`src/rtl/sbpe_pkg.sv`:
```
// Package for the serial bootloader protocol engine.
// Holds payload structs, result/message codes and the controller/datapath command types.
// No dependencies.
package sbpe_pkg;

    localparam int ROW_WORDS = 32;
    localparam int ROW_BITS  = $clog2(ROW_WORDS);

    typedef struct packed {
        logic       cmd;
        logic [7:0] rx_byte;
    } in_item_t;

    typedef struct packed {
        logic [2:0]  kind;
        logic [3:0]  msg_code;
        logic [12:0] flash_addr;
        logic [13:0] flash_word;
        logic        checksum_mode;
        logic [7:0]  device_kind;
        logic [15:0] mtu_size;
        logic [13:0] pace_delay;
        logic        last;
    } out_item_t;

    localparam logic [2:0] KIND_MSG    = 3'd0;
    localparam logic [2:0] KIND_LATCH  = 3'd1;
    localparam logic [2:0] KIND_COMMIT = 3'd2;
    localparam logic [2:0] KIND_ERASE  = 3'd3;
    localparam logic [2:0] KIND_VERIFY = 3'd4;

    localparam logic [3:0] MSG_INIT      = 4'd0;
    localparam logic [3:0] MSG_HS_TMO    = 4'd1;
    localparam logic [3:0] MSG_CFG_TMO   = 4'd2;
    localparam logic [3:0] MSG_CFG_OK    = 4'd3;
    localparam logic [3:0] MSG_ERASE_ST  = 4'd4;
    localparam logic [3:0] MSG_ERASE_END = 4'd5;
    localparam logic [3:0] MSG_WRITE_ST  = 4'd6;
    localparam logic [3:0] MSG_ACK       = 4'd7;
    localparam logic [3:0] MSG_PKT_TMO   = 4'd8;
    localparam logic [3:0] MSG_ERR_TMO   = 4'd9;
    localparam logic [3:0] MSG_WRITE_END = 4'd10;

    localparam logic [1:0] CFG_TICK_LIMIT  = 2'd0;
    localparam logic [1:0] CFG_RETRY_LIMIT = 2'd1;
    localparam logic [1:0] CFG_APP_START   = 2'd2;
    localparam logic [1:0] CFG_APP_END     = 2'd3;

    localparam logic [7:0] HS_FIRST  = 8'h55;
    localparam logic [7:0] HS_SECOND = 8'hAA;
    localparam int         CFG_BYTES = 4;

    // Datapath operations issued by the controller
    localparam logic [3:0] OP_NONE      = 4'd0;
    localparam logic [3:0] OP_HS_TICK   = 4'd1; // count a handshake tick
    localparam logic [3:0] OP_HS_BYTE   = 4'd2; // store prev byte
    localparam logic [3:0] OP_CFG_TICK  = 4'd3; // increment idle
    localparam logic [3:0] OP_CFG_BYTE  = 4'd4; // store a config byte
    localparam logic [3:0] OP_CFG_DONE  = 4'd5; // commit config fields
    localparam logic [3:0] OP_PKT_START = 4'd6; // load write_addr, clear counts
    localparam logic [3:0] OP_PKT_TICK  = 4'd7; // count a packet tick
    localparam logic [3:0] OP_PKT_BYTE  = 4'd8; // store a packet byte
    localparam logic [3:0] OP_PKT_TMO   = 4'd9; // clear partial packet, bump run
    localparam logic [3:0] OP_ROW_DONE  = 4'd10; // advance write_addr
    localparam logic [3:0] OP_HS_DONE   = 4'd11; // clear idle, cfg index

    typedef struct packed {
        logic [3:0]          op;
        logic [7:0]          data;
        logic [ROW_BITS-1:0] word_idx;   // read pair for a latch write
        logic                rd_en;
    } dp_cmd_t;

    typedef struct packed {
        logic        prev_is_first;
        logic        hs_tick_expire;  // count+1 >= limit
        logic        cfg_idle_at_lim; // count >= limit
        logic        cfg_last_byte;   // this byte completes config
        logic        req_program;     // request 0 or 1
        logic        pkt_tick_expire;
        logic        run_at_limit;    // after bump
        logic        pkt_last_byte;
        logic        area_end;        // next row passes app_end
        logic        checksum;
        logic [12:0] row_base;
        logic [13:0] word;
        logic [7:0]  device;
        logic [15:0] mtu;
        logic [13:0] pace_delay;
    } dp_status_t;

endpackage

```
`src/rtl/sbpe_datapath.sv`:
```
// Datapath: protocol counters, config capture, packet buffer and word assembly.
// Depends on sbpe_pkg.
module sbpe_datapath
    import sbpe_pkg::*;
(
    input  logic        clk,
    input  logic        rst_n,
    input  dp_cmd_t     cmd,
    input  logic [19:0] tick_limit,
    input  logic [3:0]  retry_limit,
    input  logic [12:0] app_start,
    input  logic [12:0] app_end,
    output dp_status_t  status
);
    localparam int PKT_BYTES = 2 * ROW_WORDS;
    localparam int BW = $clog2(PKT_BYTES);
    localparam int CW = $clog2(PKT_BYTES + 1);
    localparam int RB = $clog2(ROW_WORDS);

    logic [7:0]  prev_reg;
    logic [19:0] idle_reg;
    logic [1:0]  cfg_idx_reg;
    logic [7:0]  cfg_b0_reg, cfg_b1_reg, cfg_b2_reg;
    logic [7:0]  device_reg;
    logic [15:0] mtu_reg;
    logic [7:0]  request_reg;
    logic [CW-1:0] pkt_idx_reg;
    logic [12:0] waddr_reg;
    logic [3:0]  run_reg;
    logic [13:0] delay_reg;
    logic [7:0]  mem_lo [ROW_WORDS];
    logic [7:0]  mem_hi [ROW_WORDS];
    logic [7:0]  rd_lo_reg, rd_hi_reg;

    logic [19:0] idle_inc;
    logic [3:0]  run_inc;
    logic [15:0] new_mtu;
    logic [39:0] pace_prod;
    logic [13:0] next_addr;

    assign idle_inc = idle_reg + 20'd1;
    assign run_inc  = (run_reg == 4'hF) ? run_reg : run_reg + 4'd1;
    assign new_mtu  = {cfg_b1_reg, cfg_b2_reg};
    // size*211/1000 by reciprocal: size*14159971 >> 26 is exact for every 16-bit size
    assign pace_prod = {24'd0, mtu_reg} * 40'd14159971;
    assign next_addr = {1'b0, waddr_reg} + 14'(ROW_WORDS);

    always_ff @(posedge clk or negedge rst_n)
    begin
        if (!rst_n)
        begin
            prev_reg    <= '0;
            idle_reg    <= '0;
            cfg_idx_reg <= '0;
            cfg_b0_reg  <= '0;
            cfg_b1_reg  <= '0;
            cfg_b2_reg  <= '0;
            device_reg  <= 8'd1;
            mtu_reg     <= 16'd20;
            request_reg <= '0;
            pkt_idx_reg <= '0;
            waddr_reg   <= 13'd1792;
            run_reg     <= '0;
            delay_reg   <= 14'd20;
        end
        else
        begin
            delay_reg <= pace_prod[39:26] + 14'd16;
            unique case (cmd.op)
                OP_HS_TICK:  idle_reg <= idle_inc;
                OP_HS_BYTE:  prev_reg <= cmd.data;
                OP_HS_DONE:
                begin
                    idle_reg    <= '0;
                    cfg_idx_reg <= '0;
                end
                OP_CFG_TICK: idle_reg <= idle_inc;
                OP_CFG_BYTE:
                begin
                    idle_reg    <= '0;
                    cfg_idx_reg <= cfg_idx_reg + 2'd1;
                    unique case (cfg_idx_reg)
                        2'd0: cfg_b0_reg <= cmd.data;
                        2'd1: cfg_b1_reg <= cmd.data;
                        2'd2: cfg_b2_reg <= cmd.data;
                        default: ;
                    endcase
                end
                OP_CFG_DONE:
                begin
                    device_reg  <= cfg_b0_reg;
                    mtu_reg     <= new_mtu;
                    request_reg <= cmd.data;
                end
                OP_PKT_START:
                begin
                    waddr_reg   <= app_start;
                    run_reg     <= '0;
                    pkt_idx_reg <= '0;
                    idle_reg    <= '0;
                end
                OP_PKT_TICK: idle_reg <= idle_inc;
                OP_PKT_BYTE:
                begin
                    pkt_idx_reg <= pkt_idx_reg + CW'(1);
                    idle_reg    <= '0;
                end
                OP_PKT_TMO:
                begin
                    idle_reg    <= '0;
                    pkt_idx_reg <= '0;
                    run_reg     <= run_inc;
                end
                OP_ROW_DONE:
                begin
                    waddr_reg   <= next_addr[12:0];
                    pkt_idx_reg <= '0;
                    run_reg     <= '0;
                end
                default: ;
            endcase
        end
    end

    // Packet buffer split into low/high byte memories, one write port each
    always_ff @(posedge clk)
    begin
        if (cmd.op == OP_PKT_BYTE)
        begin
            if (pkt_idx_reg[0])
                mem_hi[pkt_idx_reg[BW-1:1]] <= cmd.data;
            else
                mem_lo[pkt_idx_reg[BW-1:1]] <= cmd.data;
        end
        if (cmd.rd_en)
        begin
            rd_lo_reg <= mem_lo[cmd.word_idx];
            rd_hi_reg <= mem_hi[cmd.word_idx];
        end
    end

    always_comb
    begin
        status.prev_is_first   = (prev_reg == HS_FIRST);
        status.hs_tick_expire  = (idle_inc >= tick_limit);
        status.cfg_idle_at_lim = (idle_reg >= tick_limit);
        status.cfg_last_byte   = (cfg_idx_reg == 2'(CFG_BYTES - 1));
        status.req_program     = (request_reg == 8'h00) || (request_reg == 8'h01);
        status.pkt_tick_expire = (idle_inc >= tick_limit);
        status.run_at_limit    = (run_inc >= retry_limit);
        status.pkt_last_byte   = (pkt_idx_reg == CW'(PKT_BYTES - 1));
        status.area_end        = (14'(next_addr + 14'(ROW_WORDS - 1)) > {1'b0, app_end})
                                 || (next_addr + 14'(ROW_WORDS - 1) < next_addr);
        status.checksum        = (request_reg == 8'h01) || (request_reg == 8'h03);
        status.row_base        = {waddr_reg[12:RB], {RB{1'b0}}};
        status.word            = {rd_hi_reg[5:0], rd_lo_reg};
        status.device          = device_reg;
        status.mtu             = mtu_reg;
        status.pace_delay      = delay_reg;
    end

endmodule

```
`src/rtl/sbpe_controller.sv`:
```
// Controller state machine: decodes items, sequences result emission.
// Depends on sbpe_pkg.
module sbpe_controller
    import sbpe_pkg::*;
(
    input  logic       clk,
    input  logic       rst_n,
    input  logic       in_valid,
    output logic       in_ready,
    input  in_item_t   in_data,
    output logic       out_valid,
    input  logic       out_ready,
    output out_item_t  out_data,
    input  dp_status_t status,
    output dp_cmd_t    cmd
);
    localparam int RB = $clog2(ROW_WORDS);

    localparam logic [3:0] S_HS      = 4'd0;
    localparam logic [3:0] S_CFG     = 4'd1;
    localparam logic [3:0] S_PKT     = 4'd2;
    localparam logic [3:0] S_STOP    = 4'd3;
    localparam logic [3:0] S_CFGSEQ  = 4'd4; // cfg ok and program/verify messages
    localparam logic [3:0] S_ROWRD   = 4'd5; // read word pair
    localparam logic [3:0] S_ROWWR   = 4'd6; // emit latch write
    localparam logic [3:0] S_ROWEND  = 4'd7; // commit and trailing messages
    localparam logic [3:0] S_TMOSEQ  = 4'd8; // pkt timeout messages
    localparam logic [3:0] S_SINGLE  = 4'd9; // one message then return
    localparam logic [3:0] S_DELAY   = 4'd10; // wait for config fields to settle

    logic [3:0]  state_reg, state_next;
    logic [3:0]  ret_reg, ret_next;
    logic [2:0]  step_reg, step_next;
    logic [RB:0] widx_reg, widx_next;
    logic [3:0]  smsg_reg, smsg_next;
    logic        prog_reg, prog_next;
    logic        endf_reg, endf_next;
    logic        stop_reg, stop_next;
    logic        ov_reg;
    out_item_t   od_reg;
    logic        emit;
    out_item_t   e;
    logic        slot_free;

    assign slot_free = !ov_reg || out_ready;
    assign out_valid = ov_reg;
    assign out_data  = od_reg;

    always_comb
    begin
        state_next = state_reg;
        ret_next   = ret_reg;
        step_next  = step_reg;
        widx_next  = widx_reg;
        smsg_next  = smsg_reg;
        prog_next  = prog_reg;
        endf_next  = endf_reg;
        stop_next  = stop_reg;
        in_ready   = 1'b0;
        emit       = 1'b0;
        cmd        = '0;
        e          = '0;
        e.device_kind = status.device;
        e.mtu_size    = status.mtu;
        e.pace_delay  = status.pace_delay;
        unique case (state_reg)
            S_HS, S_CFG, S_PKT, S_STOP:
            begin
                in_ready = 1'b1;
                if (in_valid)
                begin
                    cmd.data = in_data.rx_byte;
                    unique case (state_reg)
                        S_HS:
                        begin
                            if (in_data.cmd)
                            begin
                                cmd.op = OP_HS_TICK;
                                if (status.hs_tick_expire)
                                begin
                                    smsg_next = MSG_HS_TMO; stop_next = 1'b1;
                                    state_next = S_SINGLE;
                                end
                            end
                            else if (status.prev_is_first && in_data.rx_byte == HS_SECOND)
                            begin
                                cmd.op = OP_HS_DONE;
                                smsg_next = MSG_INIT; stop_next = 1'b0;
                                ret_next = S_CFG; state_next = S_SINGLE;
                            end
                            else
                                cmd.op = OP_HS_BYTE;
                        end
                        S_CFG:
                        begin
                            if (in_data.cmd)
                            begin
                                if (status.cfg_idle_at_lim)
                                begin
                                    smsg_next = MSG_CFG_TMO; stop_next = 1'b1;
                                    state_next = S_SINGLE;
                                end
                                else
                                    cmd.op = OP_CFG_TICK;
                            end
                            else if (status.cfg_last_byte)
                            begin
                                cmd.op = OP_CFG_DONE;
                                step_next = '0; state_next = S_DELAY;
                            end
                            else
                                cmd.op = OP_CFG_BYTE;
                        end
                        S_PKT:
                        begin
                            if (in_data.cmd)
                            begin
                                if (status.pkt_tick_expire)
                                begin
                                    prog_next = status.run_at_limit;
                                    cmd.op = OP_PKT_TMO; step_next = '0;
                                    state_next = S_TMOSEQ;
                                end
                                else
                                    cmd.op = OP_PKT_TICK;
                            end
                            else
                            begin
                                cmd.op = OP_PKT_BYTE;
                                if (status.pkt_last_byte)
                                begin
                                    widx_next = '0; state_next = S_ROWRD;
                                end
                            end
                        end
                        default: ;
                    endcase
                end
            end
            S_SINGLE:
            begin
                if (slot_free)
                begin
                    emit = 1'b1; e.msg_code = smsg_reg; e.last = 1'b1;
                    state_next = stop_reg ? S_STOP : ret_reg;
                end
            end
            S_DELAY:
            begin
                // settle state so the pacing delay reflects the new MTU
                prog_next = status.req_program;
                step_next = '0;
                state_next = S_CFGSEQ;
            end
            S_CFGSEQ:
            begin
                if (slot_free)
                begin
                    emit = 1'b1;
                    step_next = step_reg + 3'd1;
                    if (step_reg == 3'd0)
                    begin
                        e.msg_code = MSG_CFG_OK;
                        if (!prog_reg)
                            step_next = 3'd6;
                    end
                    else if (step_reg == 3'd1)
                        e.msg_code = MSG_ERASE_ST;
                    else if (step_reg == 3'd2)
                        e.kind = KIND_ERASE;
                    else if (step_reg == 3'd3)
                        e.msg_code = MSG_ERASE_END;
                    else if (step_reg == 3'd4)
                        e.msg_code = MSG_WRITE_ST;
                    else if (step_reg == 3'd5)
                    begin
                        e.msg_code = MSG_ACK; e.last = 1'b1;
                        cmd.op = OP_PKT_START; state_next = S_PKT;
                    end
                    else
                    begin
                        e.kind = KIND_VERIFY; e.checksum_mode = status.checksum;
                        e.last = 1'b1; state_next = S_STOP;
                    end
                end
            end
            S_TMOSEQ:
            begin
                if (slot_free)
                begin
                    emit = 1'b1;
                    step_next = step_reg + 3'd1;
                    if (step_reg == 3'd0)
                        e.msg_code = MSG_PKT_TMO;
                    else
                    begin
                        e.msg_code = prog_reg ? MSG_ERR_TMO : MSG_ACK;
                        e.last = 1'b1;
                        state_next = prog_reg ? S_STOP : S_PKT;
                    end
                end
            end
            S_ROWRD:
            begin
                cmd.rd_en = 1'b1;
                cmd.word_idx = widx_reg[RB-1:0];
                state_next = S_ROWWR;
            end
            S_ROWWR:
            begin
                if (slot_free)
                begin
                    emit = 1'b1;
                    e.kind = KIND_LATCH;
                    e.flash_addr = status.row_base | 13'(widx_reg[RB-1:0]);
                    e.flash_word = status.word;
                    widx_next = widx_reg + (RB+1)'(1);
                    step_next = '0;
                    state_next = (widx_reg == (RB+1)'(ROW_WORDS - 1)) ? S_ROWEND : S_ROWRD;
                end
            end
            S_ROWEND:
            begin
                if (slot_free)
                begin
                    emit = 1'b1;
                    step_next = step_reg + 3'd1;
                    if (step_reg == 3'd0)
                    begin
                        e.kind = KIND_COMMIT; e.flash_addr = status.row_base;
                        endf_next = status.area_end;
                        cmd.op = OP_ROW_DONE;
                    end
                    else if (!endf_reg)
                    begin
                        e.msg_code = MSG_ACK; e.last = 1'b1; state_next = S_PKT;
                    end
                    else if (step_reg == 3'd1)
                        e.msg_code = MSG_WRITE_END;
                    else
                    begin
                        e.kind = KIND_VERIFY; e.checksum_mode = status.checksum;
                        e.last = 1'b1; state_next = S_STOP;
                    end
                end
            end
            default: state_next = S_STOP;
        endcase
    end

    always_ff @(posedge clk or negedge rst_n)
    begin
        if (!rst_n)
        begin
            state_reg <= S_HS;
            ret_reg   <= S_HS;
            step_reg  <= '0;
            widx_reg  <= '0;
            smsg_reg  <= '0;
            prog_reg  <= 1'b0;
            endf_reg  <= 1'b0;
            stop_reg  <= 1'b0;
            ov_reg    <= 1'b0;
        end
        else
        begin
            state_reg <= state_next;
            ret_reg   <= ret_next;
            step_reg  <= step_next;
            widx_reg  <= widx_next;
            smsg_reg  <= smsg_next;
            prog_reg  <= prog_next;
            endf_reg  <= endf_next;
            stop_reg  <= stop_next;
            if (emit)
                ov_reg <= 1'b1;
            else if (out_ready)
                ov_reg <= 1'b0;
        end
    end

    always_ff @(posedge clk)
    begin
        if (emit)
            od_reg <= e;
    end

    // Item intake only in the four resting states
    assert property (@(posedge clk) disable iff (!rst_n)
        in_ready |-> (state_reg == S_HS || state_reg == S_CFG ||
                      state_reg == S_PKT || state_reg == S_STOP))
        else $error("intake outside resting state");
    // Latch writes only from the row emitter
    assert property (@(posedge clk) disable iff (!rst_n)
        (emit && e.kind == KIND_LATCH) |-> state_reg == S_ROWWR)
        else $error("latch write outside row emission");
    // Stopped engine emits nothing
    assert property (@(posedge clk) disable iff (!rst_n)
        state_reg == S_STOP |-> !emit)
        else $error("emission after stop");

endmodule

```
`src/rtl/serial_bootloader_protocol_engine.sv`:
```
// Top level of the serial bootloader protocol engine.
// Holds the configuration registers and joins sbpe_controller and sbpe_datapath; uses sbpe_pkg.
//
// Usage: feed received UART bytes (cmd=0) and idle poll ticks (cmd=1) as input
// transactions. Each transaction yields zero or more result transactions, the
// final one flagged with last. A row holds ROW_WORDS (32) words, fixed in the
// package. A byte or tick with no results leaves the engine ready for input;
// one that produces results blocks further input until its results are
// emitted, one message per cycle with out_ready high: the handshake or a config
// timeout yields one message, a packet timeout two, the last config byte a
// settle step for the pacing delay and then its messages, and a completed
// packet a buffer read and a latch write per word, then commit and ack (write
// end and verify in place of ack at the end of the area). Results pass through
// one output register, so input is never held by a stalled consumer while the
// engine rests; output stalls lengthen these sequences. Configuration writes
// are accepted any cycle and must occur only while the engine is idle.
module serial_bootloader_protocol_engine
    import sbpe_pkg::*;
(
    input  logic        clk,
    input  logic        rst_n,
    input  logic        in_valid,
    output logic        in_ready,
    input  in_item_t    in_data,
    output logic        out_valid,
    input  logic        out_ready,
    output out_item_t   out_data,
    input  logic        cfg_valid,
    output logic        cfg_ready,
    input  logic [1:0]  cfg_index,
    input  logic [19:0] cfg_data
);
    logic [19:0] tick_limit_reg;
    logic [3:0]  retry_limit_reg;
    logic [12:0] app_start_reg;
    logic [12:0] app_end_reg;
    dp_cmd_t     cmd;
    dp_status_t  status;

    assign cfg_ready = 1'b1;

    // Hold configuration; it must be written only while idle, which the block itself does not enforce
    always_ff @(posedge clk or negedge rst_n)
    begin
        if (!rst_n)
        begin
            tick_limit_reg  <= 20'd1000000;
            retry_limit_reg <= 4'd3;
            app_start_reg   <= 13'd1792;
            app_end_reg     <= 13'd8191;
        end
        else if (cfg_valid)
        begin
            unique case (cfg_index)
                CFG_TICK_LIMIT:  tick_limit_reg  <= cfg_data;
                CFG_RETRY_LIMIT: retry_limit_reg <= cfg_data[3:0];
                CFG_APP_START:   app_start_reg   <= cfg_data[12:0];
                CFG_APP_END:     app_end_reg     <= cfg_data[12:0];
            endcase
        end
    end

    sbpe_controller u_ctrl (
        .clk       (clk),
        .rst_n     (rst_n),
        .in_valid  (in_valid),
        .in_ready  (in_ready),
        .in_data   (in_data),
        .out_valid (out_valid),
        .out_ready (out_ready),
        .out_data  (out_data),
        .status    (status),
        .cmd       (cmd)
    );

    sbpe_datapath u_dp (
        .clk         (clk),
        .rst_n       (rst_n),
        .cmd         (cmd),
        .tick_limit  (tick_limit_reg),
        .retry_limit (retry_limit_reg),
        .app_start   (app_start_reg),
        .app_end     (app_end_reg),
        .status      (status)
    );

endmodule
```
`config.mk`:
```
export PLATFORM = sky130hd
export DESIGN_NAME = serial_bootloader_protocol_engine
export DESIGN_NICKNAME = d
export VERILOG_FILES = /design/src/rtl/sbpe_pkg.sv /design/src/rtl/sbpe_datapath.sv /design/src/rtl/sbpe_controller.sv /design/src/rtl/serial_bootloader_protocol_engine.sv
export SDC_FILE = /design/constraint.sdc
export NUM_CORES = 1
export LEC_CHECK = 0
export BUFFER_PORTS_ARGS = -buffer_cell sky130_fd_sc_hd__buf_2
export CAP_MARGIN = 20
export CORE_ASPECT_RATIO = 1.1
export CORE_MARGIN = 10
export CORE_UTILIZATION = 45
export CTS_BUF_LIST = sky130_fd_sc_hd__clkbuf_16
export DETAILED_ROUTE_END_ITERATION = 10
export SYNTH_ARGS = -nofsm -noshare
export SYNTH_HDL_FRONTEND = slang
export SYNTH_SLANG_ARGS = --single-unit
```
`constraint.sdc`:
```
create_clock -name clk -period 13.7 [get_ports clk]
set_input_delay 3.425 -clock clk [delete_from_list [all_inputs] [get_ports clk]]
set_output_delay 3.425 -clock clk [all_outputs]
set_load 0.03 [all_outputs]
```
---- Yosys cells after proc, flatten, opt, wreduce, memory -nomap -nowiden ----
Memories as Yosys holds them, arrays and structs flattened. A register that Yosys moved wholly into a read port is not among the register bits.
Cells that the tools add are included.
word-level totals
  bits in writable memories ............... 512
  memories ................................ 2
  register bits ........................... 270
operators by class
  equal/unequal tests ..................... 75
  $add $sub $neg .......................... 9
  reduce and logical (&&, ||, !) cells .... 43
  bitwise gates (word level) .............. 2
  order comparisons ....................... 5
  multipliers ............................. 1
  muxes and demuxes ....................... 158
memories
  memory       depth  width  rd ports  clocked after Yosys merged registers in  wr ports  line                 text
  u_dp.mem_hi  32     8      1         1                                        1         sbpe_datapath.sv:32  logic [7:0] mem_hi [ROW_WORDS];
  u_dp.mem_lo  32     8      1         1                                        1         sbpe_datapath.sv:31  logic [7:0] mem_lo [ROW_WORDS];
operators by type and width
  cell                                                                   number
  4-bit two-way mux                                                      55
  3-bit two-way mux                                                      21
  13-bit one-hot mux with 2 select lines                                 2
  1-bit two-way mux                                                      47
  20-bit >= comparator                                                   2
  16-bit by 24-bit multiplier with 40-bit output, second input constant  1
  20-bit one-hot mux with 2 select lines                                 1
  6-bit two-way mux                                                      6
  4-bit one-hot mux with 3 select lines                                  3
  4-bit by 3-bit equality test with 1-bit output, second input constant  8
  4-bit equality test, second input constant                             8
  4-bit one-hot mux with 8 select lines                                  1
  14-bit by 5-bit adder with 14-bit output, second input constant        2
  2-bit inequality test, second input constant                           14
  27-bit two-way mux                                                     1
  21-bit AND reduction                                                   1
  20-bit by 1-bit adder with 20-bit output, second input constant        1
  20-bit two-way mux                                                     1
  4-bit inequality test, second input constant                           5
  3-bit inequality test, second input constant                           6
  2-bit nonzero test                                                     9
  4-bit by 2-bit equality test with 1-bit output, second input constant  4
  4-bit one-hot mux with 2 select lines                                  2
  4-bit one-hot mux with 4 select lines                                  1
  other kinds (59)                                                       91

---- Longest topological paths before layout ----
Gate-level depths: netlist of run 1.
  depth after elaboration ................. 12
  mapped depth ............................ 24
  depth with buffers taken out ............ 23

---- Modules after synthesis ----
Synthesis of run 1 repeated with hierarchy kept, for this count alone.
unflattened totals
  cell total of the unflattened synthesis .. 2501
  area total of the unflattened synthesis .. 36419.9 um^2
modules (own cells, without submodules)
  module                             area each (um^2)  cells each  instances
  sbpe_datapath                      29907.4           2013        1
  sbpe_controller                    4545.6            378         1
  serial_bootloader_protocol_engine  1966.9            110         1

---- Least setup slack after synthesis of run 1 ----
No wires, ideal clock.
  path kind ............................... input-to-reg
  from .................................... in out_ready
  to ...................................... reg u_ctrl.od_reg (netlist bit u_ctrl.out_data[0]), enable pin
  arrival ................................. 6726 ps
  setup slack ............................. 6467 ps
  required time ........................... 13193 ps
  stages .................................. 3
  cell sequence ........................... nor2b_1 -> clkbuf_1 -> nor2_1
between the ends
  cells in the longest elaborated chain, start to end .. 3
RTL lines
  what                             line                                     text
  start, declared                  serial_bootloader_protocol_engine.sv:26  input logic out_ready,
  1-bit logical OR                 sbpe_controller.sv:45                    assign slot_free = !ov_reg || out_ready;
  1-bit two-way mux (2 in series)  n/a
  net u_ctrl.emit                  sbpe_controller.sv:41                    logic emit;
  end signal, assigned             sbpe_controller.sv:285                   od_reg <= e;
  end, declared                    sbpe_controller.sv:40                    out_item_t od_reg;
The timed path passes the listed nets, and every way through them passes these cells.
A chain may end at the register's enable or synchronous reset.

---- Final worst setup path of run 1 ----
  from .................................... in in_data[4] in the netlist's numbering
  to ...................................... mem u_dp.mem_lo[26][2], enable pin
between the ends
  cells in the longest elaborated chain, start to end .. 10
RTL lines
  what                                     line                                     text
  start, declared                          serial_bootloader_protocol_engine.sv:24  input in_item_t in_data,
  8-bit equality test                      sbpe_controller.sv:85                    else if (status.prev_is_first && in_data.rx_byte == HS_SECOND)
  1-bit logical AND                        sbpe_controller.sv:85
  4-bit two-way mux                        sbpe_controller.sv:85
  4-bit two-way mux                        sbpe_controller.sv:76                    if (in_data.cmd)
  4-bit one-hot mux with 3 select lines    sbpe_controller.sv:73                    unique case (state_reg)
  12-bit two-way mux                       sbpe_controller.sv:70                    if (in_valid)
  4-bit one-hot mux with 3 select lines    sbpe_controller.sv:66                    unique case (state_reg)
  4-bit equality test                      sbpe_datapath.sv:128                     if (cmd.op == OP_PKT_BYTE)
  1-bit two-way mux                        sbpe_datapath.sv:128
  1-bit two-way mux (implied by the code)  sbpe_datapath.sv:133                     mem_lo[pkt_idx_reg[BW-1:1]] <= cmd.data;
  end, declared                            sbpe_datapath.sv:31
No other way between the ends.

==> metrics.md, run 1 <==
| Metric | Value |
|---|---|
| PostCTS Resize Cnt | 0 |
| Final Cell Area | 41300 um^2 |
| Vias in the first global route | roughly 24000 |
| Area delta synth->final | 11.1% |
| Ant diodes | 0 |
| Post-CTS setup repair buffer count | 0 |
| Buf+Inv Stages, Crit Path | 1 |
| DRC Markers | 0 |
| Share of cells above drive strength 1 | approximately 18% |
| GRT overflow | 0 |
| # rows | 110 |
| Asr flop ratio synth | 26.6% |
| Share of the synthesized area in the top cell type | 43.3% |
| Clk sink count | between 700 and 800 |
| CTS tree | built |
| VDD IR-drop max | 0.000306 V |
| Slowest cell delay on critical path | between 900 and 1000 ps |
| WL final | ~90 mm |
| Max Freq | 0.143 GHz |
| Core Box Area | just over 80000 um^2 |
| Post-synth top flop | edfxtp_1 |
| CTS hold repair buffers | 0 |
| Largest net degree at the start of global routing | 118 |
| Antenna violations before repair | 0 |
| Rel. slew slack | 20.9% |
| Syn nets | 3225 |
| Avg Synthesized Cell Area | 12.9 um^2 |
| # H-tree levels | 3 |
| I/O Pins | 113 |
| Buffer type at the clock tree root | clkbuf_16 |
| Final core occ | 50.4% |
| Setup TNS | 0 ps |
| Period Utilization, post-route | 51.1% |
| Max FFs per register | 256 |
| Worst endpoint required time | 13940 ps |
| Worst-margin pin slew | 1160 ps |
| Post-synth top area cell | edfxtp_1 |
| Die Y | 321 um |
| Crit path DAT | 7240 ps |
| Setup crit end kind | register |
| Clock Tree Buf Depth | 3 |
| PortBufs | 111 |
| Top cells by area, synth | edfxtp_1, dfrtp_1, ha_1 |
| YS warnings | 0 |
| LEAKAGE | approximately 17 nW |
| Post-synth top cells | edfxtp_1, ha_1, inv_1 |
| Post-synth EDFFs | 536 |
| Critical path startpoint category | input pin |
| Hold Fails Final Rpt | 0 |
| Cells along the critical path | buf_2 -> nor4bb_1 -> nand4_1 -> a2111oi_0 -> a31oi_1 -> and2_1 -> nor3_4 -> nand3_4 -> nor2_1 |
| Place WS | 6040 ps |
| DRT iter0 DRCs | 1705 |
| Status | complete, no violations |
| Sequential area share after synthesis | 56.5% |
| WL per Instance | 21.9 um |
| PD cells | 261 nW/um^2 |
| Hold Crit Class | reg2reg |
| DP Wirelength | between 60 and 70 mm |
| Distinct cells, synth | just over 80 |
| Synthesized flop and latch total | 730 |
| Crit Path Max Fanout | 18 |
| RSZ-0062 raised after global routing | false |
| Worst Setup Slack, final | roughly 6700 ps |
| Gate Count Post-Synth | around 2900 |
| Max Cap Viol | 0 |
| Die width | 294 um |
| Gpl congestion | 0.901 |
| WHS | 417 ps |
| Initial Util | between 40% and 50% |
| CTS Buf Count | 75 |
| Via Count | 23107 |
| Crit path kind | in2reg |
| Clock transition at the registers of the reported paths | 60 ps |
| Slowest cell on the critical path | nor3_4 |
| Via/cell ratio | 5.66 |
| Post-DP Area | 38800 um^2 |
| Post-synthesis cell area | roughly 37000 um^2 |
| Final critical path time including I/O delays and setup | 7000 ps |
| Most common cell in the netlist | edfxtp_1 |
| Fillers | 6960 |
| Drt first pass iters | 5 |
| Family with the most delay on the worst path | simple AND/OR/NAND/NOR gates |
| Clk_lat worst skew | ~620 ps |
| Setup Skew | 27.5 ps |
| ANT nets after route | 0 |
| Setup violators final | 0 |
| Die ar. | about 95000 um^2 |
| Global-route usage over all layers | a little under a fifth |
| First-pass GRT wire length | 138 mm |
| Slew Viols, Final | 0 |
| # nets final | 3307 |
-- power breakdown --
| part | internal (mW) | switching, mW | total (mW) |
|---|---|---|---|
| Combinational | 2.24 | 3.59 | 5.83 |
| Sequential | 2.71 | 0.197 | 2.91 |
| Clock | 1.17 | 0.866 | 2.03 |
-- placed cells by master (no fill, tap or decap), types with 79 or more instances in the layout --
cell,n
edfxtp_1,536
ha_1,245
inv_1,226
nor2_1,212
nand2_1,193
dfrtp_1,159
mux2_2,154
o21ai_0,146
buf_2,110
a21oi_1,79
-- routing by layer --
metal | global-route usage (%) | wire length (um) | vias up
met5 | 0 | 0 | -
met4 | 6.05 | 2430 | 0
met3 | 2.52 | 4330 | 141
met2 | 32.4 | 44400 | 678
met1 | 24.5 | 38400 | 11547
li1 | - | - | 10741
-- cell type report --
| type | count | area, um^2 | area share [%] |
|---|---|---|---|
| Timing Repair Buffer | 134 | 797 | 1.93 |
| Clock buffer | 77 | 1930 | 4.66 |
| Clock inverter | 59 | 536 | 1.30 |
| Multi-Input combinational cell | 1803 | 14900 | 36.1 |
| Sequential cell | 730 | 21000 | 50.8 |
| Inverter | 218 | 818 | 1.98 |
| Tap cell | 1064 | 1330 | 3.22 |
-- worst reg2reg max path, stage by stage (launching register included) --
cell and delay (ps):
dfstp_2 640, ha_1 360, ha_1 340, ha_1 290, inv_1 50, fa_1 480, inv_1 50, fa_1 520
inv_1 60, fa_1 520, inv_1 40, ha_1 380, a21oi_1 310, o211ai_1 140, nor2_1 150, o211ai_1 110
a311oi_1 400, xor2_1 230, or4_1 620, or2_1 300, a2111oi_1 370, nand4_1 120
-- cell families (layout without fill, tap and decap cells) --
logic type                 count (synthesis)  count (layout)  share of synthesized area [%]
other                                      1               1                         0.0101
xor gates and xnor gates                  55              55                           1.30
AOI/OAI and AO/OA                        471             471                           7.98
buffers and inverters                    347             488                           3.61
DFF                                      730             730                           56.5
adders and majority gates                309             309                           11.7
muxes                                    275             275                           9.81
and+or+nand+nor                          692             692                           9.15
-- path summary, 6_finish.rpt --
check                                             from                             end  slack [ps]  depth (start not counted)
setup / recovery                            in_data[4]    u_dp.mem_lo[26][2]$_DFFE_PP_        6700                          9
hold / removal             u_dp.delay_reg[3]$_DFF_PN0_    u_ctrl.out_data[4]$_DFFE_PP_         420                          0
setup reg to reg           u_dp.mtu_reg[4]$_DFFE_PN1N_    u_dp.delay_reg[13]$_DFF_PN0_        7070                         21
hold reg to reg            u_dp.delay_reg[3]$_DFF_PN0_    u_ctrl.out_data[4]$_DFFE_PP_         420                          0
max in group asynchronous                        rst_n  tick_limit_reg[17]$_DFFE_PN1P_        9550                          3
min in group asynchronous                        rst_n    app_start_reg[4]$_DFFE_PN0P_        2850                          1
-- per-stage QoR --
stage | power (mW) | cells
3_3_place_gp | 8.65 | 3946
2_1_floorplan | 7.27 | 2880
3_5_place_dp | 8.71 | 3946
6_report | 10.8 | 4085
4_1_cts | 10.8 | 4082
5_1_grt | 11.7 | 4085
Note: power is estimated with default switching activity, not from simulation.
==> run 2, diff against run 1 <==
Clock period 13.7 ns to 6.22 ns, I/O delays scaled along.
==> metrics.md, run 2 (synthesis gave the netlist of run 1 again) <==
| Metric | Value |
|---|---|
| Die Y | 321 um (unchanged) |
| Commonest cells after routing, fill and taps aside | edfxtp_1, ha_1, inv_1, nor2_1, nand2_1 (unchanged) |
| Core Box Area | 81900 um^2 (unchanged) |
| Status | complete, no violations (unchanged) |
| Crit Path Max Fanout | 5 (was 18) |
| Ant diodes | 0 (unchanged) |
| Vias in the first global route | 24096 (was 23714) |
| # nets final | 3382 (was 3307) |
| Fillers | 7011 (was 6960) |
| GRT overflow | 0 (unchanged) |
| Crit path kind | reg2reg (was in2reg) |
| Share of cells above drive strength 1 | 20.1% (was 17.6%) |
| # H-tree levels | 3 (unchanged) |
| Via Count | 23348 (was 23107) |
| CTS Buf Count | 78 (was 75) |
| WL per Instance | 22.1 um (was 21.9 um) |
| DRC Markers | 0 (unchanged) |
| R2r startpoint | u_dp.mtu_reg[4]$_DFFE_PN1N_ (unchanged) |
| Hold Crit Class | reg2reg (unchanged) |
| Max Freq | 0.165 GHz |
| Via/cell ratio | 5.61 (was 5.66) |
| Cells along the critical path | ha_1 -> ha_1 -> ha_1 -> inv_1 -> fa_1 -> inv_1 -> fa_1 -> inv_1 -> fa_1 -> inv_1 -> ha_2 -> a21oi_2 -> o211ai_1 -> nor2_2 -> a31oi_1 -> a311oi_1 -> buf_4 -> xor2_1 -> or4_4 -> or2_4 -> a2111oi_4 -> nand4_1 (was buf_2 -> nor4bb_1 -> nand4_1 -> a2111oi_0 -> a31oi_1 -> and2_1 -> nor3_4 -> nand3_4 -> nor2_1) |
| Final core occ | 51.1% (was 50.4%) |
| Die width | 294 um (unchanged) |
| Clk sink count | 730 (unchanged) |
| Slew Viols, Final | 0 (unchanged) |
| WHS | 419 ps (was 417 ps) |
| Most common cell after layout, fill and taps aside | edfxtp_1 (unchanged) |
| Hold Fails Final Rpt | 0 (unchanged) |
| Area delta synth->final | 12.6% (was 11.1%) |
| First-pass GRT wire length | 142 mm (was 138 mm) |
| Gpl congestion | 0.916 (was 0.901) |
| Global-route usage over all layers | 19.4% (was 18.9%) |
| Slowest cell delay on critical path | 560 ps (was 910 ps) |
| Critical path startpoint category | register (was input pin) |
| WL final | 92.0 mm (was 89.6 mm) |
| CTS tree | built (unchanged) |
| PortBufs | 111 (unchanged) |
| Rel. slew slack | 27.1% (was 20.9%) |
| Hold path cells | 0 (unchanged) |
| Most frequent CP cell | inv_1 |
| Final critical path time including I/O delays and setup | 6060 ps |
| Crit path DAT | 6560 ps (was 7240 ps) |
| CTS hold repair buffers | 0 (unchanged) |
| Max FFs per register | 256 (unchanged) |
| R2r setup slk | 160 ps (was 7070 ps) |
| Hold Path End | u_ctrl.out_data[2]$_DFFE_PP_ (was u_ctrl.out_data[4]$_DFFE_PP_) |
| Initial Util | 45.4% (unchanged) |
| Largest net degree at the start of global routing | 99 (was 118) |
| Slowest cell on the critical path | dfstp_2 (was nor3_4) |
| Antenna violations before repair | 2 (was 0) |
| Drt first pass iters | 5 (unchanged) |
| Worst endpoint required time | 6710 ps (was 13940 ps) |
| ANT nets after route | 0 (unchanged) |
| Max Cap Viol | 0 (unchanged) |
| Crit Reg-Reg Endpoint | u_dp.delay_reg[13]$_DFF_PN0_ (unchanged) |
| Buffer type at the clock tree root | clkbuf_16 (unchanged) |
| Die ar. | 94500 um^2 (unchanged) |
| Setup crit end kind | register (unchanged) |
| Clock Tree Buf Depth | 3 (unchanged) |
| Clock transition at the registers of the reported paths | 60 ps (about the same) |
| DP Wirelength | 63.3 mm (was 61.3 mm) |
| Path depth of the worst reg2reg path | 22 (was 21) |
| Setup Skew | 19.3 ps (was 27.5 ps) |
| Clk_lat worst skew | 640 ps (was 620 ps) |
| Hold_sp | u_dp.delay_reg[1]$_DFF_PN0_ (was u_dp.delay_reg[3]$_DFF_PN0_) |
| I/O Pins | 113 (unchanged) |
| # rows | 110 (unchanged) |
| Period Utilization, post-route | just under 100% |
| DRT iter0 DRCs | 1887 (was 1705) |
| Setup violators final | 0 (unchanged) |
| Worst-margin pin slew | 1090 ps (was 1160 ps) |
run 2: timing repair:
action	CTS	global route
pin swaps	0	9
setup endpoints to repair	1	3
setup buffers	0	8
resized for setup	2	34
run 2: cell type report:
type | instances | area (um^2) | share of cell area (%)
Sequential cell | 730 | 21000 | 50.1
Tap cell | 1064 | 1330 | 3.18
Clock buffer | 79 | 1980 | 4.72
Multi-Input combinational cell | 1803 | 15100 | 36.0
Timing Repair Buffer | 206 | 1290 | 3.08
Clock inverter | 61 | 385 | 0.920
Inverter | 218 | 818 | 1.95
run 2: worst max-delay path by stage:
stage / startpoint / end / cells after the start
floorplan: u_dp.mtu_reg[4]$_DFFE_PN1N_ / u_dp.delay_reg[13]$_DFF_PN0_ / 21
global placement: u_dp.mtu_reg[5]$_DFFE_PN0N_ / u_dp.delay_reg[13]$_DFF_PN0_ / 21
detailed placement: u_dp.mtu_reg[5]$_DFFE_PN0N_ / u_dp.delay_reg[13]$_DFF_PN0_ / 21
CTS: u_dp.mtu_reg[4]$_DFFE_PN1N_ / u_dp.delay_reg[13]$_DFF_PN0_ / 21
global route: u_dp.mtu_reg[4]$_DFFE_PN1N_ / u_dp.delay_reg[13]$_DFF_PN0_ / 22
finish: u_dp.mtu_reg[4]$_DFFE_PN1N_ / u_dp.delay_reg[13]$_DFF_PN0_ / 22
run 2: per-layer routing:
| layer | vias up | track usage (%) | part of all wire [%] |
|---|---|---|---|
| met2 | 602 | 32.4 | 49 |
| met5 | - | 0 | 0 |
| met3 | 164 | 2.97 | 5.1 |
| li1 | 10862 | - | - |
| met4 | 0 | 7.43 | 3.3 |
| met1 | 11720 | 25.1 | 43 |
run 2: worst max-delay path, delay by kind of cell, from the launching register on:
family          cells  cell delay (ps)
compound gates      5             1020
fa+ha+maj           7             2720
simple gates        4             1150
buf+inv             5              420
flops               1              560
xor+xnor            1               80
run 2: stage by stage:
stage	setup WS [ps]	TNS (ps)	cells	area (um^2)
2_1_floorplan	313	0	2880	37200
3_5_place_dp	-28.2	-28.2	4013	39300
4_1_cts	14.2	0	4153	41600
5_1_grt	-89.2	-89.2	4161	41900
6_report	158	0	4161	41900
3_3_place_gp	39.6	0	4013	39300
Power of run 2 is left out: the tool's default activity adds up to more than one toggle a clock period on the data nets, which glitch-free logic cannot reach.
